===== config.mk =====
export PLATFORM = sky130hd
export DESIGN_NAME = pat_entry
export DESIGN_NICKNAME = d
export VERILOG_FILES = /design/src/design/pat_pkg.sv /design/src/design/pat_entry.sv
export SDC_FILE = /design/constraint.sdc
export NUM_CORES = 1
export LEC_CHECK = 0
export ABC_AREA = 1
export BUFFER_PORTS_ARGS = -buffer_cell sky130_fd_sc_hd__buf_2
export CORE_MARGIN = 2
export CORE_UTILIZATION = 49
export CTS_BUF_LIST = sky130_fd_sc_hd__clkbuf_16
export CTS_CLUSTER_DIAMETER = 150
export CTS_CLUSTER_SIZE = 8
export DETAILED_ROUTE_END_ITERATION = 6
export PLACE_DENSITY = 0.9
export SLEW_MARGIN = 40
export SYNTH_ARGS = -nofsm -noshare
export SYNTH_HDL_FRONTEND = slang
export SYNTH_SLANG_ARGS = --single-unit

===== constraint.sdc =====
create_clock -name i_clk -period 2.74 [get_ports i_clk]
set_clock_uncertainty 0.2 [all_clocks]
set_input_delay 0.137 -clock i_clk [delete_from_list [all_inputs] [get_ports i_clk]]
set_output_delay 0.137 -clock i_clk [all_outputs]
set_load 0.05 [all_outputs]

===== src/design/pat_pkg.sv =====
// Shared types, constants and the arctangent table for the point affine transform.
// No dependencies; every other design file imports this package.
package pat_pkg;

    localparam int COORD_W       = 16;
    localparam int CORDIC_STAGES = 16;
    localparam int GUARD_BITS    = 12;
    localparam int FACTOR_W      = 16;
    localparam int ANGLE_W       = 16;
    localparam int FACTOR_FRAC   = 12;

    // point minus center, then with guard bits and CORDIC growth headroom
    localparam int D_W      = COORD_W + 1;
    localparam int XY_W     = D_W + GUARD_BITS + 3;
    localparam int Z_W      = ANGLE_W + 16;
    localparam int GAIN_W   = 31;
    localparam int PROD_W   = XY_W + GAIN_W;
    localparam int RES_W    = COORD_W + 6;
    localparam int ROT_SHIFT = 30 + GUARD_BITS;
    localparam int STG_IDX_W = 5;
    localparam int NUM_PIPE  = CORDIC_STAGES + 3;
    localparam int CFG_IDX_W = 3;
    localparam int CFG_DATA_W = (COORD_W > 16) ? COORD_W : 16;
    localparam int TDATA_IN_W  = ((2 * COORD_W + 7) / 8) * 8;
    localparam int TDATA_OUT_W = ((2 * COORD_W + 7) / 8) * 8;

    localparam logic signed [GAIN_W-1:0] GAIN_Q30 = 31'sd652032874;

    localparam logic signed [COORD_W-1:0] COORD_MAX = {1'b0, {(COORD_W - 1){1'b1}}};
    localparam logic signed [COORD_W-1:0] COORD_MIN = {1'b1, {(COORD_W - 1){1'b0}}};

    localparam logic signed [PROD_W-1:0] ROT_HALF =
        {{(PROD_W - ROT_SHIFT){1'b0}}, 1'b1, {(ROT_SHIFT - 1){1'b0}}};
    localparam logic signed [PROD_W-1:0] SCALE_HALF =
        {{(PROD_W - FACTOR_FRAC){1'b0}}, 1'b1, {(FACTOR_FRAC - 1){1'b0}}};

    localparam logic signed [ANGLE_W-1:0] QUARTER_TURN = 16'sd16384;
    localparam logic signed [FACTOR_W-1:0] FACTOR_ONE  = 16'sd4096;

    typedef enum logic [1:0] {
        MODE_TRANSLATE,
        MODE_ROTATE,
        MODE_SCALE,
        MODE_PASS
    } t_mode;

    typedef enum logic [CFG_IDX_W-1:0] {
        REG_MODE,
        REG_CENTER_X,
        REG_CENTER_Y,
        REG_OFFSET_X,
        REG_OFFSET_Y,
        REG_FACTOR_X,
        REG_FACTOR_Y,
        REG_ANGLE
    } t_reg_idx;

    typedef struct packed {
        t_mode                       mode;
        logic signed [COORD_W-1:0]   center_x;
        logic signed [COORD_W-1:0]   center_y;
        logic signed [COORD_W-1:0]   offset_x;
        logic signed [COORD_W-1:0]   offset_y;
        logic signed [FACTOR_W-1:0]  factor_x;
        logic signed [FACTOR_W-1:0]  factor_y;
        logic signed [ANGLE_W-1:0]   angle;
    } t_cfg;

    // payload carried down the CORDIC pipe; raw point rides along for the other modes
    typedef struct packed {
        logic signed [COORD_W-1:0] px;
        logic signed [COORD_W-1:0] py;
        logic signed [XY_W-1:0]    x;
        logic signed [XY_W-1:0]    y;
        logic signed [Z_W-1:0]     z;
    } t_cord;

    // atan(2^-i) in a 32-bit binary angle
    function automatic logic signed [Z_W-1:0] atan_lut(input logic [STG_IDX_W-1:0] i);
        logic signed [Z_W-1:0] r;
        case (i)
            5'd0:    r = 32'sd536870912;
            5'd1:    r = 32'sd316933406;
            5'd2:    r = 32'sd167458907;
            5'd3:    r = 32'sd85004756;
            5'd4:    r = 32'sd42667331;
            5'd5:    r = 32'sd21354465;
            5'd6:    r = 32'sd10679838;
            5'd7:    r = 32'sd5340245;
            5'd8:    r = 32'sd2670163;
            5'd9:    r = 32'sd1335087;
            5'd10:   r = 32'sd667544;
            5'd11:   r = 32'sd333772;
            5'd12:   r = 32'sd166886;
            5'd13:   r = 32'sd83443;
            5'd14:   r = 32'sd41722;
            5'd15:   r = 32'sd20861;
            5'd16:   r = 32'sd10430;
            5'd17:   r = 32'sd5215;
            5'd18:   r = 32'sd2608;
            5'd19:   r = 32'sd1304;
            5'd20:   r = 32'sd652;
            5'd21:   r = 32'sd326;
            5'd22:   r = 32'sd163;
            5'd23:   r = 32'sd81;
            5'd24:   r = 32'sd41;
            5'd25:   r = 32'sd20;
            5'd26:   r = 32'sd10;
            5'd27:   r = 32'sd5;
            5'd28:   r = 32'sd3;
            5'd29:   r = 32'sd1;
            5'd30:   r = 32'sd1;
            default: r = 32'sd0;
        endcase
        return r;
    endfunction

endpackage


===== src/design/pat_entry.sv =====
// Entry stage: point minus center with guard bits, quarter-turn pre-rotation, angle setup.
// Depends on pat_pkg.
module pat_entry (
    input  logic                          i_clk,
    input  logic                          i_rst_n,
    input  logic                          i_adv,
    input  logic                          i_valid,
    input  logic signed [pat_pkg::COORD_W-1:0] i_px,
    input  logic signed [pat_pkg::COORD_W-1:0] i_py,
    input  pat_pkg::t_cfg                 i_cfg,
    output logic                          o_valid,
    output pat_pkg::t_cord                o_data
);
    import pat_pkg::*;

    logic                      r_valid;
    t_cord                     r_data;
    t_cord                     n_data;
    logic signed [D_W-1:0]     w_dx;
    logic signed [D_W-1:0]     w_dy;
    logic signed [XY_W-1:0]    w_gx;
    logic signed [XY_W-1:0]    w_gy;
    logic signed [ANGLE_W-1:0] w_ang;

    assign w_dx = D_W'(i_px) - D_W'(i_cfg.center_x);
    assign w_dy = D_W'(i_py) - D_W'(i_cfg.center_y);
    assign w_gx = XY_W'(w_dx) <<< GUARD_BITS;
    assign w_gy = XY_W'(w_dy) <<< GUARD_BITS;

    always_comb begin
        n_data.px = i_px;
        n_data.py = i_py;
        if (i_cfg.angle > QUARTER_TURN) begin
            // turn +90 first
            n_data.x = -w_gy;
            n_data.y = w_gx;
            w_ang    = i_cfg.angle - QUARTER_TURN;
        end else if (i_cfg.angle < -QUARTER_TURN) begin
            // turn -90 first
            n_data.x = w_gy;
            n_data.y = -w_gx;
            w_ang    = i_cfg.angle + QUARTER_TURN;
        end else begin
            n_data.x = w_gx;
            n_data.y = w_gy;
            w_ang    = i_cfg.angle;
        end
        n_data.z = {w_ang, {(Z_W - ANGLE_W){1'b0}}};
    end

    always_ff @(posedge i_clk) begin
        if (!i_rst_n) begin
            r_valid <= 1'b0;
        end else if (i_adv) begin
            r_valid <= i_valid;
        end
    end

    always_ff @(posedge i_clk) begin
        if (i_adv && i_valid) begin
            r_data <= n_data;
        end
    end

    assign o_valid = r_valid;
    assign o_data  = r_data;

endmodule


==> impl_metrics.yaml <==
logic_synthesis:
  synth_top_cell_area_share: 0.400
  ys.flop_type: "edfxtp_1"
  synth_area_leaders: "edfxtp_1 (40%), nand2_1 (13%), inv_1 (7.8%)"
  synth_simple_gate_area_frac: 0.275
  ys_types: 40
  synth-seq-area-share: 0.403
  syn_area_per_cell_um2: 7.93
  synth_top_family_by_area: "simple AND/OR/NAND/NOR gates"
  netlist_area_um2: 6610
  yosys.area.top_type: "edfxtp_1"
  synth-seq-cells: 89
  synth_common_cells: "nand2_1 (228), inv_1 (138), edfxtp_1 (88)"
  synthAdderAreaFrac: 0.0761
  synthMuxAreaShare: 0.00303
  synthXorXnorAreaFrac: 0.0288
  yosys_warnings: 0
  synth_most_common_cell: "nand2_1"
  async_flop_share: 0
  synthCells: 833
  synth_compound_area_frac: 0.0784
  synth-edff-count: 88
setup_path:
  worstPathArrival_ps: 2600
  crit_top_cell: "nand2_1"
  reg2reg_slack_ps: 1410
  critPathMaxStageDelay_ps: 540
  reg2regPathDepth: 3
  crit_path_start_kind: "input pin"
  r2r-end: "o_valid"
  path_depth: 18
  crit_type: "in -> reg"
  path_cells: "dlygate4sd3_1, buf_2, ha_4, nand2_1, inv_1, nand2_1, nor3_1, nand2_1, nand2_1, nand2_1, nand2_2, nand2_1, nor2_4, nand3_1, nand2_1, nand2_1, nand2_1, nand3_1"
  critPathMaxFanout: 6
  slowest_stage: "dlygate4sd3_1"
  regToRegStartpoint: "o_valid"
  path_buf_inv: 3
  crit_path_end_kind: "register"
  crit_required_ps: 2630
  crit_family: "simple AND/OR/NAND/NOR gates"
final_layout:
  diodes: 0
  postLayoutCoreUtil: 0.665
  drive_above_1_share: 0.286
  area_growth_pct: 32.8
  fin_area_um2: 8770
  fill_cells: 1008
  finalNetCount: 1271
min_path:
  hold_path_depth: 3
  hp-class: "in -> reg"
  min_from: "i_cfg[15]"
  hold_end: "o_data[31]"
grt:
  grt_pass1_vias: 5695
  grt_pass1_wl_um: 26400
  antenna_found_initial: 0
  grt_usage: 0.227
  grt_overflow: 0
  grt_max_degree: 89
power:
  p_total_mw: 4.76
  p_leak_nw: 4.28
  power_per_cell_area_nw_per_um2: 543
  vdd_drop_max_uv: 342
route:
  routedWlPerCell_um: 14.0
  via_per_inst: 5.15
  ant_nets: 0
  drt-total-wl_um: 17600
  vias: 6505
  drt-pass1-iter-count: 5
  drt-initial-drc-count: 734
  drc_errors: 0
clock_tree:
  clkSinkCount: 89
  clk_latency_ps: 340
  cts-htree-levels: 3
  cts-root-buf: "clkbuf_16"
  clk_path_buf_depth: 2
  tritoncts: "yes"
  clk_pin_slew_ps: 60
  cts_buffers: 9
flow_run:
  maxCapViolations: 0
floorplanning:
  dieHeight_um: 120
  core-area_um2: 13200
  initial_core_util: 0.501
  num_rows: 42
  ios: 279
  dieWidth_um: 120
  die_area_um2: 14400
timing:
  timing.final.crit_share: 0.991
  max_freq_mhz: 368
  period_needed_ps: 2720
  slew_violations: 0
  holdWs_ps: 45.2
  setup_viol: 0
  hold_viol: 0
outcome:
  status: "complete, no violations"
place:
  gp_congestion: 0.874
  placed_cell_area_um2: 7680
  port_buffers: 172
  hpwl_um: 12000
logic make-up (layout without fill, tap and decap cells):
kind of cell	count (synthesis)	count (layout)
AO/OA/AOI/OAI	84	84
XOR/XNOR	17	17
adder cells (fa/ha/maj)	39	39
buffers and inverters	195	410
flip-flops	89	89
multiplexers	2	2
other	1	40
AND/OR/NAND/NOR	406	406
cell usage in the layout, fill, tap and decap left out, types with 3 or more instances in the layout:
cell,count
edfxtp_1,88
xor2_1,8
nand2_2,29
nor2_4,5
nand3_2,8
o21bai_1,5
a21oi_1,23
buf_2,172
conb_1,40
buf_4,30
o221ai_1,18
clkbuf_16,9
xor2_2,4
ha_2,4
nor3_1,4
o22ai_1,10
ha_4,11
nor2_2,13
o21ai_0,17
nand3b_1,9
a21oi_2,7
dlygate4sd3_1,48
ha_1,22
xnor2_1,3
inv_2,5
nand4_1,16
nand2_1,217
nand3_1,55
nor2_1,41
inv_1,136
nor4_1,3
how the worst max path moves through the flow:
stage                   to  slack (ps)  startpoint
6_report        o_data[60]          20     i_px[8]
3_3_place_gp    o_data[60]          10     i_py[0]
2_1_floorplan  o_data[100]         200       i_adv
4_1_cts         o_data[60]          10     i_px[9]
3_5_place_dp    o_data[60]         -30     i_py[0]
5_1_grt         o_data[60]        -140     i_px[8]
report_power, final:
part	internal, mW	switching (mW)
Sequential	1.65	0.0288
Combinational	0.579	1.34
Clock	0.621	0.548
tightest hold or removal path, delay by kind of cell:
kind            cells  cell delay (ps)
compound gates      1              180
buf+inv             2              170
flip-flops by register name, summed over array words and instances, names as in the netlist:
register  cells
o_data       88
o_valid       1
final cells by class:
type / instances / area (µm²) / share of cell area
flip-flops and latches: 89 / 2660 / 0.304
inverters: 143 / 538 / 0.0613
clock buffers: 9 / 225 / 0.0257
repair buffers: 251 / 1590 / 0.181
multi-input cells: 588 / 3490 / 0.397
clock inverters: 7 / 53.8 / 0.00613
well taps: 176 / 220 / 0.0251
what timing repair did:
action / CTS / global route
hold buffers: 48 / 0
gates resized for setup: 0 / 63
setup endpoints to repair: 0 / 24
buffers inserted: 0 / 6
endpoints found under the hold margin: 47 / 0
per-stage QoR:
step | std cells | TNS, ps | setup WS, ps
final | 1263 | 0 | 25.0
after global routing | 1263 | -530 | -137
after CTS | 1257 | 0 | 11.0
after detailed placement | 1193 | -34.6 | -26.5
after global placement | 1193 | 0 | 12.2
after floorplan | 872 | 0 | 203
routing by layer:
layer	vias up	wire length (µm)	GRT usage
met1	2947	7090	0.291
met5	-	0	0
met3	36	1430	0.0290
met2	357	8590	0.388
li1	3165	-	-
met4	0	522	0.0912
No activity file was read; power rests on OpenSTA's default activity.
