===== config.mk =====
export PLATFORM = sky130hd
export DESIGN_NAME = pat_post
export DESIGN_NICKNAME = d
export VERILOG_FILES = /design/src/design/pat_pkg.sv /design/src/design/pat_post.sv
export SDC_FILE = /design/constraint.sdc
export NUM_CORES = 2
export LEC_CHECK = 0
export BUFFER_PORTS_ARGS = -buffer_cell sky130_fd_sc_hd__buf_2
export CORE_ASPECT_RATIO = 0.8
export CORE_MARGIN = 2
export CORE_UTILIZATION = 30
export DETAILED_ROUTE_END_ITERATION = 7
export MAX_ROUTING_LAYER = met4
export RECOVER_POWER = 100
export SETUP_SLACK_MARGIN = 0.2
export SLEW_MARGIN = 25
export SYNTH_ARGS = -nofsm -noshare
export SYNTH_HDL_FRONTEND = slang
export SYNTH_SLANG_ARGS = --single-unit

===== constraint.sdc =====
create_clock -name i_clk -period 11.1 [get_ports i_clk]
set_input_delay 2.22 -clock i_clk [delete_from_list [all_inputs] [get_ports i_clk]]
set_output_delay 2.22 -clock i_clk [all_outputs]
set_load 0.005 [all_outputs]

===== src/design/pat_pkg.sv =====
// Shared types, constants and the arctangent table for the point affine transform.
// No dependencies; every other design file imports this package.
package pat_pkg;

    localparam int COORD_W       = 16;
    localparam int CORDIC_STAGES = 16;
    localparam int GUARD_BITS    = 12;
    localparam int FACTOR_W      = 16;
    localparam int ANGLE_W       = 16;
    localparam int FACTOR_FRAC   = 12;

    // point minus center, then with guard bits and CORDIC growth headroom
    localparam int D_W      = COORD_W + 1;
    localparam int XY_W     = D_W + GUARD_BITS + 3;
    localparam int Z_W      = ANGLE_W + 16;
    localparam int GAIN_W   = 31;
    localparam int PROD_W   = XY_W + GAIN_W;
    localparam int RES_W    = COORD_W + 6;
    localparam int ROT_SHIFT = 30 + GUARD_BITS;
    localparam int STG_IDX_W = 5;
    localparam int NUM_PIPE  = CORDIC_STAGES + 3;
    localparam int CFG_IDX_W = 3;
    localparam int CFG_DATA_W = (COORD_W > 16) ? COORD_W : 16;
    localparam int TDATA_IN_W  = ((2 * COORD_W + 7) / 8) * 8;
    localparam int TDATA_OUT_W = ((2 * COORD_W + 7) / 8) * 8;

    localparam logic signed [GAIN_W-1:0] GAIN_Q30 = 31'sd652032874;

    localparam logic signed [COORD_W-1:0] COORD_MAX = {1'b0, {(COORD_W - 1){1'b1}}};
    localparam logic signed [COORD_W-1:0] COORD_MIN = {1'b1, {(COORD_W - 1){1'b0}}};

    localparam logic signed [PROD_W-1:0] ROT_HALF =
        {{(PROD_W - ROT_SHIFT){1'b0}}, 1'b1, {(ROT_SHIFT - 1){1'b0}}};
    localparam logic signed [PROD_W-1:0] SCALE_HALF =
        {{(PROD_W - FACTOR_FRAC){1'b0}}, 1'b1, {(FACTOR_FRAC - 1){1'b0}}};

    localparam logic signed [ANGLE_W-1:0] QUARTER_TURN = 16'sd16384;
    localparam logic signed [FACTOR_W-1:0] FACTOR_ONE  = 16'sd4096;

    typedef enum logic [1:0] {
        MODE_TRANSLATE,
        MODE_ROTATE,
        MODE_SCALE,
        MODE_PASS
    } t_mode;

    typedef enum logic [CFG_IDX_W-1:0] {
        REG_MODE,
        REG_CENTER_X,
        REG_CENTER_Y,
        REG_OFFSET_X,
        REG_OFFSET_Y,
        REG_FACTOR_X,
        REG_FACTOR_Y,
        REG_ANGLE
    } t_reg_idx;

    typedef struct packed {
        t_mode                       mode;
        logic signed [COORD_W-1:0]   center_x;
        logic signed [COORD_W-1:0]   center_y;
        logic signed [COORD_W-1:0]   offset_x;
        logic signed [COORD_W-1:0]   offset_y;
        logic signed [FACTOR_W-1:0]  factor_x;
        logic signed [FACTOR_W-1:0]  factor_y;
        logic signed [ANGLE_W-1:0]   angle;
    } t_cfg;

    // payload carried down the CORDIC pipe; raw point rides along for the other modes
    typedef struct packed {
        logic signed [COORD_W-1:0] px;
        logic signed [COORD_W-1:0] py;
        logic signed [XY_W-1:0]    x;
        logic signed [XY_W-1:0]    y;
        logic signed [Z_W-1:0]     z;
    } t_cord;

    // atan(2^-i) in a 32-bit binary angle
    function automatic logic signed [Z_W-1:0] atan_lut(input logic [STG_IDX_W-1:0] i);
        logic signed [Z_W-1:0] r;
        case (i)
            5'd0:    r = 32'sd536870912;
            5'd1:    r = 32'sd316933406;
            5'd2:    r = 32'sd167458907;
            5'd3:    r = 32'sd85004756;
            5'd4:    r = 32'sd42667331;
            5'd5:    r = 32'sd21354465;
            5'd6:    r = 32'sd10679838;
            5'd7:    r = 32'sd5340245;
            5'd8:    r = 32'sd2670163;
            5'd9:    r = 32'sd1335087;
            5'd10:   r = 32'sd667544;
            5'd11:   r = 32'sd333772;
            5'd12:   r = 32'sd166886;
            5'd13:   r = 32'sd83443;
            5'd14:   r = 32'sd41722;
            5'd15:   r = 32'sd20861;
            5'd16:   r = 32'sd10430;
            5'd17:   r = 32'sd5215;
            5'd18:   r = 32'sd2608;
            5'd19:   r = 32'sd1304;
            5'd20:   r = 32'sd652;
            5'd21:   r = 32'sd326;
            5'd22:   r = 32'sd163;
            5'd23:   r = 32'sd81;
            5'd24:   r = 32'sd41;
            5'd25:   r = 32'sd20;
            5'd26:   r = 32'sd10;
            5'd27:   r = 32'sd5;
            5'd28:   r = 32'sd3;
            5'd29:   r = 32'sd1;
            5'd30:   r = 32'sd1;
            default: r = 32'sd0;
        endcase
        return r;
    endfunction

endpackage


===== src/design/pat_post.sv =====
// Back end: gain/scale multiply or offset add (one stage), then round, recenter and saturate.
// Depends on pat_pkg.
module pat_post (
    input  logic                               i_clk,
    input  logic                               i_rst_n,
    input  logic                               i_adv_m,
    input  logic                               i_adv_f,
    input  logic                               i_valid,
    input  pat_pkg::t_cord                     i_data,
    input  pat_pkg::t_cfg                      i_cfg,
    output logic                               o_valid_m,
    output logic                               o_valid,
    output logic signed [pat_pkg::COORD_W-1:0] o_x,
    output logic signed [pat_pkg::COORD_W-1:0] o_y,
    output logic                               o_clip
);
    import pat_pkg::*;

    logic                      r_valid_m;
    logic signed [PROD_W-1:0]  r_prod_x;
    logic signed [PROD_W-1:0]  r_prod_y;
    logic signed [PROD_W-1:0]  n_prod_x;
    logic signed [PROD_W-1:0]  n_prod_y;
    logic signed [D_W-1:0]     w_dx;
    logic signed [D_W-1:0]     w_dy;
    logic                      r_valid;
    logic signed [COORD_W-1:0] r_x;
    logic signed [COORD_W-1:0] r_y;
    logic                      r_clip;
    logic [COORD_W:0]          w_fx;
    logic [COORD_W:0]          w_fy;

    // returns {clip, value}
    function automatic logic [COORD_W:0] finish(input logic signed [PROD_W-1:0] p,
                                                input logic signed [COORD_W-1:0] c,
                                                input t_mode m);
        logic signed [PROD_W-1:0] sh;
        logic signed [RES_W-1:0]  v;
        logic [COORD_W:0]         r;
        sh = p;
        case (m)
            MODE_ROTATE: begin
                sh = (p + ROT_HALF) >>> ROT_SHIFT;
                v  = RES_W'(sh) + RES_W'(c);
            end
            MODE_SCALE: begin
                sh = (p + SCALE_HALF) >>> FACTOR_FRAC;
                v  = RES_W'(sh) + RES_W'(c);
            end
            default: begin
                v = RES_W'(sh);
            end
        endcase
        if (v > RES_W'(COORD_MAX)) begin
            r = {1'b1, COORD_MAX};
        end else if (v < RES_W'(COORD_MIN)) begin
            r = {1'b1, COORD_MIN};
        end else begin
            r = {1'b0, v[COORD_W-1:0]};
        end
        return r;
    endfunction

    assign w_dx = D_W'(i_data.px) - D_W'(i_cfg.center_x);
    assign w_dy = D_W'(i_data.py) - D_W'(i_cfg.center_y);

    always_comb begin
        case (i_cfg.mode)
            MODE_TRANSLATE: begin
                n_prod_x = PROD_W'(i_data.px) + PROD_W'(i_cfg.offset_x);
                n_prod_y = PROD_W'(i_data.py) + PROD_W'(i_cfg.offset_y);
            end
            MODE_ROTATE: begin
                n_prod_x = i_data.x * GAIN_Q30;
                n_prod_y = i_data.y * GAIN_Q30;
            end
            MODE_SCALE: begin
                n_prod_x = w_dx * i_cfg.factor_x;
                n_prod_y = w_dy * i_cfg.factor_y;
            end
            default: begin
                n_prod_x = PROD_W'(i_data.px);
                n_prod_y = PROD_W'(i_data.py);
            end
        endcase
    end

    assign w_fx = finish(r_prod_x, i_cfg.center_x, i_cfg.mode);
    assign w_fy = finish(r_prod_y, i_cfg.center_y, i_cfg.mode);

    always_ff @(posedge i_clk) begin
        if (!i_rst_n) begin
            r_valid_m <= 1'b0;
            r_valid   <= 1'b0;
        end else begin
            if (i_adv_m) begin
                r_valid_m <= i_valid;
            end
            if (i_adv_f) begin
                r_valid <= r_valid_m;
            end
        end
    end

    always_ff @(posedge i_clk) begin
        if (i_adv_m && i_valid) begin
            r_prod_x <= n_prod_x;
            r_prod_y <= n_prod_y;
        end
        if (i_adv_f && r_valid_m) begin
            r_x    <= w_fx[COORD_W-1:0];
            r_y    <= w_fy[COORD_W-1:0];
            r_clip <= w_fx[COORD_W] | w_fy[COORD_W];
        end
    end

    assign o_valid_m = r_valid_m;
    assign o_valid   = r_valid;
    assign o_x       = r_x;
    assign o_y       = r_y;
    assign o_clip    = r_clip;

endmodule


==> impl_results.md <==
- Count of cell types in the netlist: 89
- # IOs: 282
- Starting density of the core: 0.302
- Slew Limit Fails: roughly 290
- Yosys reg bits: around 150
- Final-report hold violation count: 0
- Fmax: between 90 and 100 MHz
- Max_cap viols: 6
- Headroom to the max-slew limit: -1.53
- Root buffer cell: clkbuf_16
- ANT nets after route: 0
- Failing checks: capacitance limit, slew limit
- Cell mode on critical path: fa_1
- DR vias/cell: 5.03
- Router iterations before antenna repair: 8
- Synthesized instance count: approximately 7,700
- Die Ht: about 440 um
- Status: finished with violations
- Synthesized area: approximately 73,000 um^2
- Top-count cell post-synth: inv_1
- Global-route met1 utilization: 0.302
- Grt ovf: 0
- Post-synthesis area per instance: 9.39 um^2
- DR WL/cell: 22.5 um
- Met3 Usage GRT: 0.0335
- Initial drt markers: slightly above 5,000
- Sequential area share after synthesis: 0.0605
- Class of the worst hold path: flop to flop
- WL final: ~250,000 um
- Final net count: about 11,000
- GR Util met2: 0.311
- Buffers on Ports: 233
- Layout area overhead: 9.27%
- CP Launch Type: input pin
- Num CTS Buffers: 17
- Crit-path leading delay family: adder cells
- Via count: roughly 56,000
- Rows: approximately 160
- # DRC: 0
- Area contributors post-synth: fa_1 43%, ha_1 15%, inv_1 10%, edfxtp_1 6.0%, xnor2_1 2.4%
- Post-synth top flop: edfxtp_1
- Worst path bufs/invs: 7
- Place WS: -0.205 ns
- Die area: around 250,000 um^2
- R2R Path Start: r_prod_y[11]
- Crit end category: flop
- Final setup viols: 0
- Layout cell share with drive strength beyond 1: 0.0655
- Arrival @ worst endpoint: roughly 11 ns
- Tot GR Track Use: 0.212
- Clock Sinks: roughly 150
- Worst-Skew Late Latency: slightly below 0.5 ns
- CP required: roughly 11 ns
- RSZ-0062 raised after global routing: false
- Largest net degree at the start of global routing: 69
- Layer with the highest usage: met2
- Fin crit share: 0.958
- H-tree Lvls: 4
- Detailed placement HPWL: 222,000 um
- Async set or reset register ratio after synthesis: 0
- Maximum clock path buffer count: 2
- Clk slew on worst S/H paths: 0.08 ns
- GP Congestion: about 1.0
- Slowest-stage cell, CP: fa_1
- CTS tree: done
- Post-synth top area cell: fa_1
- Tmin final: ~11 ns
- First-pass GRT wire length: between 300,000 and 400,000 um
- Clock skew: approximately 0.017 ns
- Vias in the first global route: roughly 58,000
- EDFF count, synth: between 100 and 150
- Yosys synthesis warning count: 0
- Share of the synthesized area in the top cell type: 0.428
- Hold Path Origin: o_valid
- Antenna violations before repair: 32
- Syn_nets: ~10,000
- Core area: between 200,000 and 250,000 um^2
- Critical path origin: i_data[96]
- CP max FO: 5
- CP Class: input pin to flop
- DIE WIDTH: 554 um
- Worst path max stage delay: 0.58 ns
- Least-Margin Pin Slew: 3.80 ns
- Top post-synthesis cells by count: 1,968 x inv_1, 1,551 x fa_1, 862 x ha_1, 453 x nand2_1, 324 x a21oi_1
- Setup slack after layout: between 0.4 and 0.5 ns
-- worst register-to-register path, stage by stage, from the launching register on --
cell	delay, ns
edfxtp_1	0.50
ha_1	0.25
nand2_1	0.11
or4_1	0.62
xnor2_1	0.20
a21oi_1	0.39
ha_1	0.39
a21o_1	0.18
a21oi_1	0.26
o21ai_0	0.16
o31ai_1	0.49
a21oi_2	0.18
xor2_1	0.17
mux2i_1	0.10
or4_1	0.59
o31a_1	0.60
a21oi_1	0.74
-- repair_timing --
action | in CTS | in global routing
hold buffers | 0 | 0
setup buffers | 0 | 1
gates resized for setup | 0 | 35
endpoints found under the hold margin | 0 | 0
endpoints found under the setup margin | 0 | 69
-- per-stage QoR --
| step | TNS [ns] | util | instances | area [um^2] | hold WS [ns] |
|---|---|---|---|---|---|
| after floorplan | 0 | - | 7734 | 72600 | 0.561 |
| after global placement | -5.73 | 0.327 | 11100 | 78700 | 0.554 |
| after detailed placement | -7.34 | 0.327 | 11100 | 78700 | 0.578 |
| after CTS | 0 | 0.329 | 11200 | 79300 | 0.598 |
| after global routing | 0 | 0.330 | 11200 | 79300 | 0.661 |
| final | 0 | 0.330 | 11200 | 79300 | 0.597 |
-- kinds of logic after synthesis --
family	Yosys count	share of synthesized area
xor gates and xnor gates	311	0.0375
AOI/OAI and AO/OA	1111	0.102
DFF	147	0.0605
buffers and inverters	2191	0.114
adders and majority gates	2413	0.576
and+or+nand+nor	1510	0.103
muxes	51	0.00717
-- state kept, by name, summed over array words and instances (netlist names) --
name / count
o_clip: 1
o_valid: 1
r_prod_y: 56
r_prod_x: 56
o_valid_m: 1
o_y: 16
o_x: 16
-- cell usage in the layout, fill, tap and decap left out, types with 32 or more instances in the layout --
master	synthesis	final
a211oi_1	48	49
a21o_1	113	113
a21oi_1	324	325
a31oi_1	39	38
and2_1	196	191
and3_1	67	67
buf_2	3	214
buf_4	0	206
edfxtp_1	145	145
fa_1	1551	1551
ha_1	862	860
inv_1	1968	1968
mux2i_1	43	43
nand2_1	453	453
nand2b_1	51	51
nand3_1	185	185
nand4_1	35	35
nor2_1	256	252
nor2b_1	60	58
nor3_1	78	77
o21a_1	44	44
o21ai_0	174	174
o21bai_1	33	33
o311ai_0	36	32
or3_1	32	33
xnor2_1	203	201
xor2_1	108	108
-- routing by layer --
layer	vias up	routed length [um]
li1	25000	-
met1	28900	115000
met2	2113	110000
met3	253	19100
met4	0	7660
met5	-	0
-- layout make-up --
type / count / area, um^2
inverters: 1970 / 7390
well taps: 3178 / 3980
clock inverters: 15 / 169
diodes: 17 / 42.5
multi-input cells: 5396 / 60100
clock buffers: 17 / 425
flip-flops and latches: 147 / 4390
fillers: 24800 / 161000
repair buffers: 453 / 2860
-- path summary, 6_finish.rpt --
path,to,slack (ns),cells past startpoint
max,r_prod_y[30],0.47,36
min,o_valid,0.60,2
max reg2reg,o_y[8],4.88,16
min reg2reg,o_valid,0.60,2
Power is not shown: default switching activity piles up to over one toggle a cycle in this logic, so the estimate is an artifact.
