--- src/design/pat_pkg.sv ---
// Shared types, constants and the arctangent table for the point affine transform.
// No dependencies; every other design file imports this package.
package pat_pkg;

    localparam int COORD_W       = 16;
    localparam int CORDIC_STAGES = 16;
    localparam int GUARD_BITS    = 12;
    localparam int FACTOR_W      = 16;
    localparam int ANGLE_W       = 16;
    localparam int FACTOR_FRAC   = 12;

    // point minus center, then with guard bits and CORDIC growth headroom
    localparam int D_W      = COORD_W + 1;
    localparam int XY_W     = D_W + GUARD_BITS + 3;
    localparam int Z_W      = ANGLE_W + 16;
    localparam int GAIN_W   = 31;
    localparam int PROD_W   = XY_W + GAIN_W;
    localparam int RES_W    = COORD_W + 6;
    localparam int ROT_SHIFT = 30 + GUARD_BITS;
    localparam int STG_IDX_W = 5;
    localparam int NUM_PIPE  = CORDIC_STAGES + 3;
    localparam int CFG_IDX_W = 3;
    localparam int CFG_DATA_W = (COORD_W > 16) ? COORD_W : 16;
    localparam int TDATA_IN_W  = ((2 * COORD_W + 7) / 8) * 8;
    localparam int TDATA_OUT_W = ((2 * COORD_W + 7) / 8) * 8;

    localparam logic signed [GAIN_W-1:0] GAIN_Q30 = 31'sd652032874;

    localparam logic signed [COORD_W-1:0] COORD_MAX = {1'b0, {(COORD_W - 1){1'b1}}};
    localparam logic signed [COORD_W-1:0] COORD_MIN = {1'b1, {(COORD_W - 1){1'b0}}};

    localparam logic signed [PROD_W-1:0] ROT_HALF =
        {{(PROD_W - ROT_SHIFT){1'b0}}, 1'b1, {(ROT_SHIFT - 1){1'b0}}};
    localparam logic signed [PROD_W-1:0] SCALE_HALF =
        {{(PROD_W - FACTOR_FRAC){1'b0}}, 1'b1, {(FACTOR_FRAC - 1){1'b0}}};

    localparam logic signed [ANGLE_W-1:0] QUARTER_TURN = 16'sd16384;
    localparam logic signed [FACTOR_W-1:0] FACTOR_ONE  = 16'sd4096;

    typedef enum logic [1:0] {
        MODE_TRANSLATE,
        MODE_ROTATE,
        MODE_SCALE,
        MODE_PASS
    } t_mode;

    typedef enum logic [CFG_IDX_W-1:0] {
        REG_MODE,
        REG_CENTER_X,
        REG_CENTER_Y,
        REG_OFFSET_X,
        REG_OFFSET_Y,
        REG_FACTOR_X,
        REG_FACTOR_Y,
        REG_ANGLE
    } t_reg_idx;

    typedef struct packed {
        t_mode                       mode;
        logic signed [COORD_W-1:0]   center_x;
        logic signed [COORD_W-1:0]   center_y;
        logic signed [COORD_W-1:0]   offset_x;
        logic signed [COORD_W-1:0]   offset_y;
        logic signed [FACTOR_W-1:0]  factor_x;
        logic signed [FACTOR_W-1:0]  factor_y;
        logic signed [ANGLE_W-1:0]   angle;
    } t_cfg;

    // payload carried down the CORDIC pipe; raw point rides along for the other modes
    typedef struct packed {
        logic signed [COORD_W-1:0] px;
        logic signed [COORD_W-1:0] py;
        logic signed [XY_W-1:0]    x;
        logic signed [XY_W-1:0]    y;
        logic signed [Z_W-1:0]     z;
    } t_cord;

    // atan(2^-i) in a 32-bit binary angle
    function automatic logic signed [Z_W-1:0] atan_lut(input logic [STG_IDX_W-1:0] i);
        logic signed [Z_W-1:0] r;
        case (i)
            5'd0:    r = 32'sd536870912;
            5'd1:    r = 32'sd316933406;
            5'd2:    r = 32'sd167458907;
            5'd3:    r = 32'sd85004756;
            5'd4:    r = 32'sd42667331;
            5'd5:    r = 32'sd21354465;
            5'd6:    r = 32'sd10679838;
            5'd7:    r = 32'sd5340245;
            5'd8:    r = 32'sd2670163;
            5'd9:    r = 32'sd1335087;
            5'd10:   r = 32'sd667544;
            5'd11:   r = 32'sd333772;
            5'd12:   r = 32'sd166886;
            5'd13:   r = 32'sd83443;
            5'd14:   r = 32'sd41722;
            5'd15:   r = 32'sd20861;
            5'd16:   r = 32'sd10430;
            5'd17:   r = 32'sd5215;
            5'd18:   r = 32'sd2608;
            5'd19:   r = 32'sd1304;
            5'd20:   r = 32'sd652;
            5'd21:   r = 32'sd326;
            5'd22:   r = 32'sd163;
            5'd23:   r = 32'sd81;
            5'd24:   r = 32'sd41;
            5'd25:   r = 32'sd20;
            5'd26:   r = 32'sd10;
            5'd27:   r = 32'sd5;
            5'd28:   r = 32'sd3;
            5'd29:   r = 32'sd1;
            5'd30:   r = 32'sd1;
            default: r = 32'sd0;
        endcase
        return r;
    endfunction

endpackage

--- src/design/pat_cordic_stage.sv ---
// One rotation-mode CORDIC iteration with its pipeline register.
// Depends on pat_pkg (payload type and arctangent table).
module pat_cordic_stage (
    input  logic                              i_clk,
    input  logic                              i_rst_n,
    input  logic                              i_adv,
    input  logic                              i_valid,
    input  logic [pat_pkg::STG_IDX_W-1:0]     i_stage,
    input  pat_pkg::t_cord                    i_data,
    output logic                              o_valid,
    output pat_pkg::t_cord                    o_data
);
    import pat_pkg::*;

    logic                   r_valid;
    t_cord                  r_data;
    t_cord                  n_data;
    logic signed [XY_W-1:0] w_xs;
    logic signed [XY_W-1:0] w_ys;
    logic signed [Z_W-1:0]  w_at;

    assign w_xs = i_data.x >>> i_stage;
    assign w_ys = i_data.y >>> i_stage;
    assign w_at = atan_lut(i_stage);

    always_comb begin
        n_data.px = i_data.px;
        n_data.py = i_data.py;
        if (!i_data.z[Z_W-1]) begin
            // counterclockwise step
            n_data.x = i_data.x - w_ys;
            n_data.y = i_data.y + w_xs;
            n_data.z = i_data.z - w_at;
        end else begin
            n_data.x = i_data.x + w_ys;
            n_data.y = i_data.y - w_xs;
            n_data.z = i_data.z + w_at;
        end
    end

    always_ff @(posedge i_clk) begin
        if (!i_rst_n) begin
            r_valid <= 1'b0;
        end else if (i_adv) begin
            r_valid <= i_valid;
        end
    end

    always_ff @(posedge i_clk) begin
        if (i_adv && i_valid) begin
            r_data <= n_data;
        end
    end

    assign o_valid = r_valid;
    assign o_data  = r_data;

endmodule

--- config.mk ---
export PLATFORM = sky130hd
export DESIGN_NAME = pat_cordic_stage
export DESIGN_NICKNAME = d
export VERILOG_FILES = /design/src/design/pat_pkg.sv /design/src/design/pat_cordic_stage.sv
export SDC_FILE = /design/constraint.sdc
export NUM_CORES = 1
export LEC_CHECK = 0
export BUFFER_PORTS_ARGS = -buffer_cell sky130_fd_sc_hd__buf_4
export CAP_MARGIN = 20
export CORE_ASPECT_RATIO = 1.25
export CORE_UTILIZATION = 41
export DETAILED_ROUTE_END_ITERATION = 12
export SETUP_SLACK_MARGIN = 0.15
export SLEW_MARGIN = 20
export SYNTH_ARGS = -nofsm -noshare
export SYNTH_HDL_FRONTEND = slang
export SYNTH_SLANG_ARGS = --single-unit
--- constraint.sdc ---
create_clock -name i_clk -period 7.8 [get_ports i_clk]
set_input_delay 1.95 -clock i_clk [delete_from_list [all_inputs] [get_ports i_clk]]
set_output_delay 1.95 -clock i_clk [all_outputs]
set_load 0.05 [all_outputs]
==> summary.md, run 1 <==
| Metric | Value |
|---|---|
| Status | `complete, no violations` |
| Yosys warnings | `0` |
| Worst setup EP type | `flip-flop` |
| CTS tree | `yes` |
| Area of the multi-input gates | `about 0.011 mm^2` |
| Final worst path period share | `93.70%` |
| Setup CP Type | `primary input to flip-flop` |
| Setup TNS Final | `0 ps` |
| Layout cells sized above 1 | `a little over a quarter` |
| Fillers | `roughly 3.5k` |
| Final WS setup | `491.3 ps` |
| DP Wirelength | `roughly 44000 um` |
| Final setup viols | `0` |
| FF-to-FF Start | `o_valid` |
| Worst flop-to-flop path endpoint | `o_valid` |
| # H-tree levels | `4` |
| Final RePlAce weighted congestion | `0.9573` |
| PwrDens | `199.4 mW/mm^2` |
| Cell area after layout | `0.01917 mm^2` |
| Initial antenna violation count | `1` |
| HP Start | `o_valid` |
| CTS Buf Count | `17` |
| Vias in the first global route | `between 10k and 15k` |
| Sequential element share of the synthesized area | `about a quarter` |
| Worst Hold End | `o_valid` |
| Post-synth EDFFs | `~130` |
| DIE AREA | `approximately 0.039 mm^2` |
| Initial DRC count | `982` |
| First-pass GRT wire length | `roughly 83000 um` |
| #FFs+latches synth | `129` |
| Clk root buf | `clkbuf_16` |
| Syn nets | `between 1.5k and 2k` |
| Routed WL | `54870 um` |
| Worst Path Arrival | `7540 ps` |
| Startpoint Class | `primary input` |
| CTS Hold Bufs | `0` |
| Most frequent cells after synthesis | `a21oi_1, edfxtp_1, nor2_1, nand2_1, ha_1` |
| RSZ-0062 raised after global routing | `no` |
| Synth area leader | `edfxtp_1` |
| Port bufs | `around 270` |
| Rel. slew slack | `34.09%` |
| Pre-CTS WS | `about 69 ps` |
| Top cell type's share of synthesized area | `around a quarter` |
| Tot Pwr | `3.824 mW` |
| Top-count cell post-synth | `a21oi_1` |
| Maxcap violations | `0` |
| Fmax | `136.8 MHz` |
| Final net count | `2203` |
| Hold Path Class | `flip-flop to flip-flop` |
| Placed instance area | `0.01858 mm^2` |
| Die W | `177.1 um` |
| Worst-path clk slew | `~70 ps` |
| Post-CTS Repair Setup Buffers | `0` |
| Wirelength per Cell | `22.44 um` |
| Cell variety after synth | `91` |
| Area contributors post-synth | `edfxtp_1, ha_1, mux4_2` |
| GRT Resource Usage Total | `around 28%` |
| Area of the core | `around 0.037 mm^2` |
| Fin crit period | `7309 ps` |
| Starting Density | `41.94%` |
| Vias per cell | `approximately 6` |
| Final hold vios | `0` |
| Synthesized area | `around 0.016 mm^2` |
| Post-DRT Antenna Nets | `0` |
| Area growth, synth to finish | `22.03%` |
| Asr flop ratio synth | `0%` |
| Register Area | `around 0.0039 mm^2` |
| Cells after synthesis | `1656` |
| DRC | `0` |
| Final-report max-slew violation count | `0` |
| Cells on Worst Hold Path | `2` |
| Grt total ovfl | `0` |
| Main synth FF type | `edfxtp_1` |
| Maximum root-to-sink buffer count | `2` |
| Critical path peak fanout | `22` |
| CP required | `8030 ps` |
| Peak supply drop | `between 0.0001 and 0.00015 V` |
| Worst reg-to-reg setup slack | `7120 ps` |
| Static Leak | `between 8 and 9 nW` |
| Reg2Reg Depth | `2` |
| Ant. Diodes | `0` |
| Worst slew pin tran | `about 1000 ps` |
| Clock tree sinks | `129` |
| Worst skew pair latency | `approximately 460 ps` |
| Synth Area per Inst | `9.488 um^2` |
| Core Util, Final | `51.18%` |
| Length of the first detailed-routing pass in iterations | `7` |
| Worst Skew | `0 ps` |
| IO Count | `266` |
| Via count | `14.66k` |
| Die Y | `220.9 um` |
| Largest net degree at the start of global routing | `76` |
| Core Rows | `79` |
-- registers in the layout, summed over array words and instances, names as in the netlist --
register,cells
o_valid,1
o_data,128
-- area by class of cell --
| cell class | count | area share [%] |
|---|---|---|
| sequential | 129 | 20.15 |
| clock buffer | 17 | 2.219 |
| clock inverter | 15 | 0.8613 |
| timing repair buffer | 358 | 14.47 |
| tap | 486 | 3.171 |
| inverter | 45 | 0.8809 |
| multi-input combinational | 1395 | 58.24 |
-- kinds of logic after synthesis --
group | Yosys count | synth area share (%)
simple gates | 443 | 14.09
xor+xnor | 167 | 9.396
buf+inv | 132 | 4.404
compound gates | 503 | 21.23
mux | 162 | 16.59
flops | 129 | 24.59
fa+ha+maj | 120 | 9.699
-- metrics by stage --
stage               hold slack [ps]  cells
floorplan                     852.7   1656
global placement              562.9   2413
detailed placement            564.4   2413
CTS                           586.1   2445
global route                  648.1   2445
finish                        585.5   2445
-- cells in the final DEF (no fill, tap or decap), drive strengths merged, types with 23 or more instances in the layout --
cell type / Yosys / layout
buf: 60 / 358
a21oi: 147 / 147
edfxtp: 128 / 128
nor2: 127 / 127
nand2: 120 / 120
ha: 117 / 117
xnor2: 95 / 95
o21ai: 79 / 79
mux4: 73 / 73
xor2: 71 / 71
mux2i: 62 / 62
inv: 44 / 53
a21o: 48 / 48
nor3: 36 / 36
a31oi: 28 / 28
nand3: 28 / 28
mux2: 27 / 27
o21a: 25 / 25
a211oi: 25 / 25
nand2b: 23 / 23
-- repair_timing --
item,4_1_cts,5_1_grt
endpoints found under the hold margin,0,0
endpoints found under the setup margin,0,1
resized for setup,0,1
-- power breakdown --
group	switching, mW	leakage (nW)	internal (mW)
Sequential	0.0265	1.21	0.928
Combinational	1.24	6.60	0.812
Clock	0.385	0.289	0.429
Total	1.65	8.10	2.17
-- critical path, cell delays in order --
cell      delay, ps
buf_4           210
buf_12          220
nor3_1          480
mux2i_1         670
a221oi_1        330
a211oi_2        360
nor4b_2         430
and3_2          300
and2_1          200
nor2_1           60
xor2_1          150
ha_1            300
a21oi_1         330
nand3_1         120
a211oi_1        380
o31ai_1         190
a31o_2          320
a21bo_2         200
a211oi_1        240
nor2_1           70
-- worst max path at each step --
stage,start,endpoint,depth (start not counted)
2_1_floorplan,i_stage[1],o_data[30],25
3_3_place_gp,i_stage[0],o_data[63],20
3_5_place_dp,i_stage[0],o_data[63],20
4_1_cts,i_stage[0],o_data[63],20
5_1_grt,i_stage[0],o_data[63],24
6_report,i_stage[0],o_data[58],20
-- routing by layer --
| metal | track usage, % | up-vias | share of wire (%) |
|---|---|---|---|
| met5 | 0 | - | 0.016 |
| met4 | 13.26 | 2 | 4.4 |
| met3 | 3.918 | 134 | 5.1 |
| met2 | 49.90 | 483 | 52 |
| met1 | 32.34 | 7088 | 39 |
| li1 | - | 6956 | - |
Power figures use the tool's default switching activity.
==> run 2, diff against run 1 <==
--- a/config.mk
+++ b/config.mk
@@ -8,6 +8,7 @@
 export BUFFER_PORTS_ARGS = -buffer_cell sky130_fd_sc_hd__buf_4
 export CAP_MARGIN = 20
 export CORE_ASPECT_RATIO = 1.25
+export CORE_MARGIN = 1.5
 export CORE_UTILIZATION = 41
 export DETAILED_ROUTE_END_ITERATION = 12
 export SETUP_SLACK_MARGIN = 0.15
==> run 2 against run 1 <==
Net effect: register-to-register slack is essentially flat; via count grew 2.1%; total power shrank 0.14%; global-route usage shrank 1.2 points; sequential power is essentially flat; non-clock buffer count grew 7; largest cell class unchanged; highest routed layer is now met4.
==> summary.md, run 2 (synthesis gave the netlist of run 1 again) <==
| Metric | Value |
|---|---|
| Status | `complete, no violations` |
| Final-report max-slew violation count | `0` |
| Layout cells sized above 1 | `26.96%` |
| Worst skew pair latency | `440 ps` |
| Setup CP Type | `primary input to flip-flop` |
| Worst Path Arrival | `approximately 7500 ps` |
| RSZ-0062 raised after global routing | `no` |
| CTS tree | `yes` |
| Wirelength per Cell | `approximately 22 um` |
| M2 GR Usage | `45.12%` |
| Die Y | `approximately 220 um` |
| Max reg flops | `128` |
| HP Start | `o_valid` |
| FF-to-FF Start | `o_valid` |
| Fillers | `3541` |
| CTS Buf Count | `17` |
| Via count | `14.97k` |
| Initial DRC count | `around 1.3k` |
| Worst-path clk slew | `around 80 ps` |
| Final net count | `2210` |
| Final worst path period share | `92.87%` |
| Clock tree sinks | `between 100 and 150` |
| Critical path peak fanout | `13` |
| IO Count | `266` |
| Routed WL | `roughly 53000 um` |
| Die W | `~180 um` |
| Worst setup EP type | `flip-flop` |
| Static Leak | `8.116 nW` |
| Rel. slew slack | `about two fifths` |
| DP Wirelength | `41880 um` |
| First-pass GRT wire length | `81210 um` |
| CP required | `8010 ps` |
| Largest net degree at the start of global routing | `around 70` |
| Final hold vios | `0` |
| DIE AREA | `approximately 0.040 mm^2` |
| Pre-CTS WS | `93.73 ps` |
| Maximum root-to-sink buffer count | `2` |
| Gr busiest metal | `met2` |
| # H-tree levels | `4` |
| Starting Density | `slightly above 40%` |
| Area growth, synth to finish | `22.26%` |
| Fmax | `138.0 MHz` |
| Fin crit period | `7244 ps` |
| Final WS setup | `556.1 ps` |
| Worst Skew | `0 ps` |
| Vias in the first global route | `14.59k` |
| Port bufs | `265` |
| Peak supply drop | `0.0001588 V` |
| Core Rows | `80` |
| Vias per cell | `6.087` |
| Min Hold Slack | `about 600 ps` |
| Maxcap violations | `0` |
| GRT met1 Usage | `31.05%` |
| Area of the core | `about 0.038 mm^2` |
| Most frequent cells in the layout | `buf_4, a21oi_1, edfxtp_1` |
| Initial antenna violation count | `1` |
| Tot Pwr | `3.819 mW` |
| Post-CTS Repair Setup Buffers | `0` |
| Post-DRT Antenna Nets | `0` |
| Length of the first detailed-routing pass in iterations | `8` |
| PwrDens | `198.8 mW/mm^2` |
| Setup TNS Final | `0 ps` |
| Clk root buf | `clkbuf_16` |
| GRT Resource Usage Total | `26.73%` |
| Met3 GRT Util | `4.218%` |
| Final RePlAce weighted congestion | `1.011` |
| Hold Path Class | `flip-flop to flip-flop` |
| Most common cell after layout, fill and taps aside | `buf_4` |
| Startpoint Class | `primary input` |
| Final setup viols | `0` |
| Grt total ovfl | `0` |
| DRC | `0` |
| Crit. Startpoint | `i_stage[0]` |
| Worst slew pin tran | `888.7 ps` |
run 2: final cells by class:
cell class,count,area [um^2],area share (%)
repair buffers,365,2803,14.59
well taps,492,615.6,3.205
diodes,1,2.502,0.01303
inverters,45,168.9,0.8793
multi-input cells,1395,11170,58.15
clock inverters,15,161.4,0.8402
clock buffers,17,425.4,2.215
flip-flops and latches,129,3864,20.11
run 2: metrics by stage:
step	instances	utilization (%)	cell area, um^2
after global routing	2459	50.64	19210
after global placement	2426	49.07	18620
after CTS	2458	50.62	19200
after floorplan	1656	-	15710
final	2459	50.64	19210
after detailed placement	2426	49.07	18620
run 2: worst paths after layout:
check / slack (ps) / depth (start not counted) / to
hold reg to reg: 600 / 2 / o_valid
setup / recovery: 560 / 20 / o_data[58]
setup reg to reg: 7110 / 2 / o_valid
hold / removal: 600 / 2 / o_valid
run 2: what timing repair did:
item,CTS,global route
hold endpoints to repair,0,0
hold buffers,0,0
endpoints found under the setup margin,0,2
resized for setup,0,1
run 2: worst max-delay path: stages:
cell and delay (ps):
buf_4 230, buf_12 180, buf_4 220, mux4_2 510, mux2i_1 450, mux4_2 390
nand4_1 190, nor4_2 460, and2_1 220, a21oi_1 80, xnor2_1 170, ha_1 350
a2111oi_0 410, o21ai_0 290, a211oi_2 320, o31ai_1 160, a31o_2 330, a21bo_2 200
a211oi_1 250, nor2_1 70
run 2: report_power, final:
part	leakage [nW]	switching, mW	total, mW	internal (mW)
Combinational	6.62	1.24	2.06	0.820
Clock	0.281	0.376	0.803	0.427
Sequential	1.21	0.0267	0.954	0.928
run 2: metal layers:
| layer | part of all wire (%) | up-vias |
|---|---|---|
| li1 | - | 6974 |
| met1 | 37 | 7120 |
| met2 | 49 | 701 |
| met3 | 6.7 | 174 |
| met4 | 6.5 | 0 |
| met5 | 0 | - |
==> run 3, diff against run 2 <==
--- a/config.mk
+++ b/config.mk
@@ -8,7 +8,7 @@
 export BUFFER_PORTS_ARGS = -buffer_cell sky130_fd_sc_hd__buf_4
 export CAP_MARGIN = 20
 export CORE_ASPECT_RATIO = 1.25
-export CORE_MARGIN = 1.5
+export CORE_MARGIN = 5
 export CORE_UTILIZATION = 41
 export DETAILED_ROUTE_END_ITERATION = 12
 export SETUP_SLACK_MARGIN = 0.15
==> constraint.sdc (replaced) <==
create_clock -name i_clk -period 6.6 [get_ports i_clk]
set_input_delay 1.65 -clock i_clk [delete_from_list [all_inputs] [get_ports i_clk]]
set_output_delay 1.65 -clock i_clk [all_outputs]
set_load 0.05 [all_outputs]
==> run 3 against run 2 <==
Net effect: wire length rose by 18%; worst setup slack lost 250 ps; sequential share of layout area is 3.5 points lower; clock skew stayed put; count of clock-buffer cells in the layout unchanged; first-iteration DRC count shrank 22%; critical path depth increased by 3; die area is 7.2% higher; critical endpoint is now o_data[63]; largest cell class unchanged.
==> summary.md, run 3 (synthesis gave the netlist of run 1 again) <==
| Metric | Value |
|---|---|
| Status | `complete, no violations` |
| CTS Hold Bufs | `0` |
| Die W | `185.1 um` |
| Area growth, synth to finish | `48.12%` |
| Seq pwr share | `21.9%` |
| Most frequent cells in the layout | `buf_4, a21oi_1, edfxtp_1` |
| Most common cell after layout, fill and taps aside | `buf_4` |
| Starting Density | `41.31%` |
| Vias per cell | `5.691` |
| Clock tree sinks | `129` |
| CTS Buf Count | `17` |
| Hold Path Class | `flip-flop to flip-flop` |
| Final hold vios | `0` |
| Pre-CTS WS | `-408.3 ps` |
| Worst setup EP type | `flip-flop` |
| Final WS setup | `309.4 ps` |
| Max reg flops | `128` |
| Fillers | `3376` |
| Combinational Power Share | `~60%` |
| Post-DRT Antenna Nets | `0` |
| Initial DRC count | `between 1k and 1.5k` |
| Layout cells sized above 1 | `43.41%` |
| Setup CP Type | `primary input to flip-flop` |
| CTS tree | `yes` |
| Length of the first detailed-routing pass in iterations | `7` |
| IO Count | `266` |
| Routed WL | `62720 um` |
| Total internal power | `3.016 mW` |
| DRC | `0` |
| DP Wirelength | `between 50000 and 60000 um` |
| Fmax | `about 160 MHz` |
| First-pass GRT wire length | `94260 um` |
| Port bufs | `265` |
| Tot Pwr | `between 5 and 6 mW` |
| Area of the multi-input gates | `0.01145 mm^2` |
| DIE AREA | `0.04236 mm^2` |
| Worst-path clk slew | `80 ps` |
| Final RePlAce weighted congestion | `1.022` |
| Fin crit period | `6291 ps` |
| Final cell count without fillers | `2941` |
| RSZ-0062 raised after global routing | `yes` |
| Die Y | `228.9 um` |
| Sw power | `approximately 2.1 mW` |
| Worst Path Arrival | `6510 ps` |
| Worst Skew | `0 ps` |
| Final-report max-slew violation count | `0` |
| Grt total ovfl | `0` |
| Core Rows | `80` |
| Rel. slew slack | `around 50%` |
| Largest net degree at the start of global routing | `56` |
| Vias in the first global route | `17.09k` |
| Startpoint Class | `primary input` |
| Final worst path period share | `between 90% and 100%` |
| Final net count | `2693` |
| Ant. Diodes | `0` |
| Area of the core | `0.03804 mm^2` |
| Register Area | `0.003864 mm^2` |
| Placed insts | `2897` |
| Critical path peak fanout | `6` |
| Final setup viols | `0` |
| Switching Share | `41.48%` |
| Clk root buf | `clkbuf_16` |
| Static Leak | `10.59 nW` |
| CP required | `6820 ps` |
| Wirelength per Cell | `about 21 um` |
| Power share of the clock group | `18.6%` |
| Worst skew pair latency | `450 ps` |
| # H-tree levels | `4` |
| Worst slew pin tran | `736.7 ps` |
| Maxcap violations | `0` |
| Initial antenna violation count | `0` |
| PwrDens | `221.4 mW/mm^2` |
| GRT Resource Usage Total | `between 20 and 30%` |
| Maximum root-to-sink buffer count | `2` |
| Peak supply drop | `approximately 0.00016 V` |
| Via count | `16.74k` |
==> run 3: cell types whose count changed in the layout (fill, tap and decap cells not counted), sizes merged <==
cell	delta
inv	-1
buf	+480
clkinv	+1
diode	-1
clkbuf	+3
==> run 3: critical path, stage by stage <==
cell and delay [ps]:
buf_12 130, buf_12 150, buf_8 110, mux4_2 530
mux4_2 480, a21o_1 230, inv_2 90, ha_4 140
inv_4 40, nor4b_4 380, and2_4 220, nor2_2 30
xor2_1 150, ha_1 360, and4_1 210, and4_1 190
o311ai_2 80, nand2_2 120, a211o_1 330, a2111o_1 450
a311oi_2 210, a211o_1 150, xnor2_1 60
==> run 3: repair_timing <==
| action | CTS | global route |
|---|---|---|
| gates resized for setup | 3 | 54 |
| gates cloned | 0 | 3 |
| pin swaps | 0 | 28 |
| buffers inserted | 0 | 9 |
| endpoints found under the hold margin | 0 | 0 |
| setup endpoints to repair | 4 | 20 |
==> run 3: path summary, 6_finish.rpt <==
path              start    endpoint  slack (ps)  depth (start not counted)
max reg2reg     o_valid     o_valid        5920                          2
max          i_stage[0]  o_data[63]         310                         23
min             o_valid     o_valid         580                          2
min reg2reg     o_valid     o_valid         580                          2
==> run 3: per-stage QoR <==
step | util, % | hold WS, ps | cell area (um^2) | setup TNS [ps]
floorplan | - | 852.7 | 15830 | -1.319
global placement | 58.62 | 561.7 | 22300 | -2999
detailed placement | 58.62 | 576.3 | 22300 | -3356
CTS | 60.19 | 595.3 | 22900 | 0
global route | 61.19 | 654.0 | 23270 | 0
finish | 61.19 | 584.5 | 23270 | 0
==> run 3: cell type report <==
cell class              instances  area share, %
inverters                      45         0.7473
well taps                     492          2.645
clock buffers                  17          1.828
multi-input cells            1395          49.21
clock inverters                15         0.7043
flip-flops and latches        129          16.60
repair buffers                848          28.26
==> run 3: routing by layer <==
layer,vias up,share of wire [%],global-route usage [%]
li1,7922,-,-
met1,8048,37,32.12
met2,627,52,52.66
met3,139,5.7,4.282
met4,0,4.6,11.91
met5,-,0,0
==> run 3: power by group through the flow <==
stage                     combinational, mW  sequential, mW  clock (mW)
after global routing                   3.29            1.14        1.01
after detailed placement               2.98            1.15           0
after CTS                              3.00            1.13       0.985
after floorplan                        1.34            1.55           0
final                                  3.07            1.13       0.957
after global placement                 2.95            1.15           0
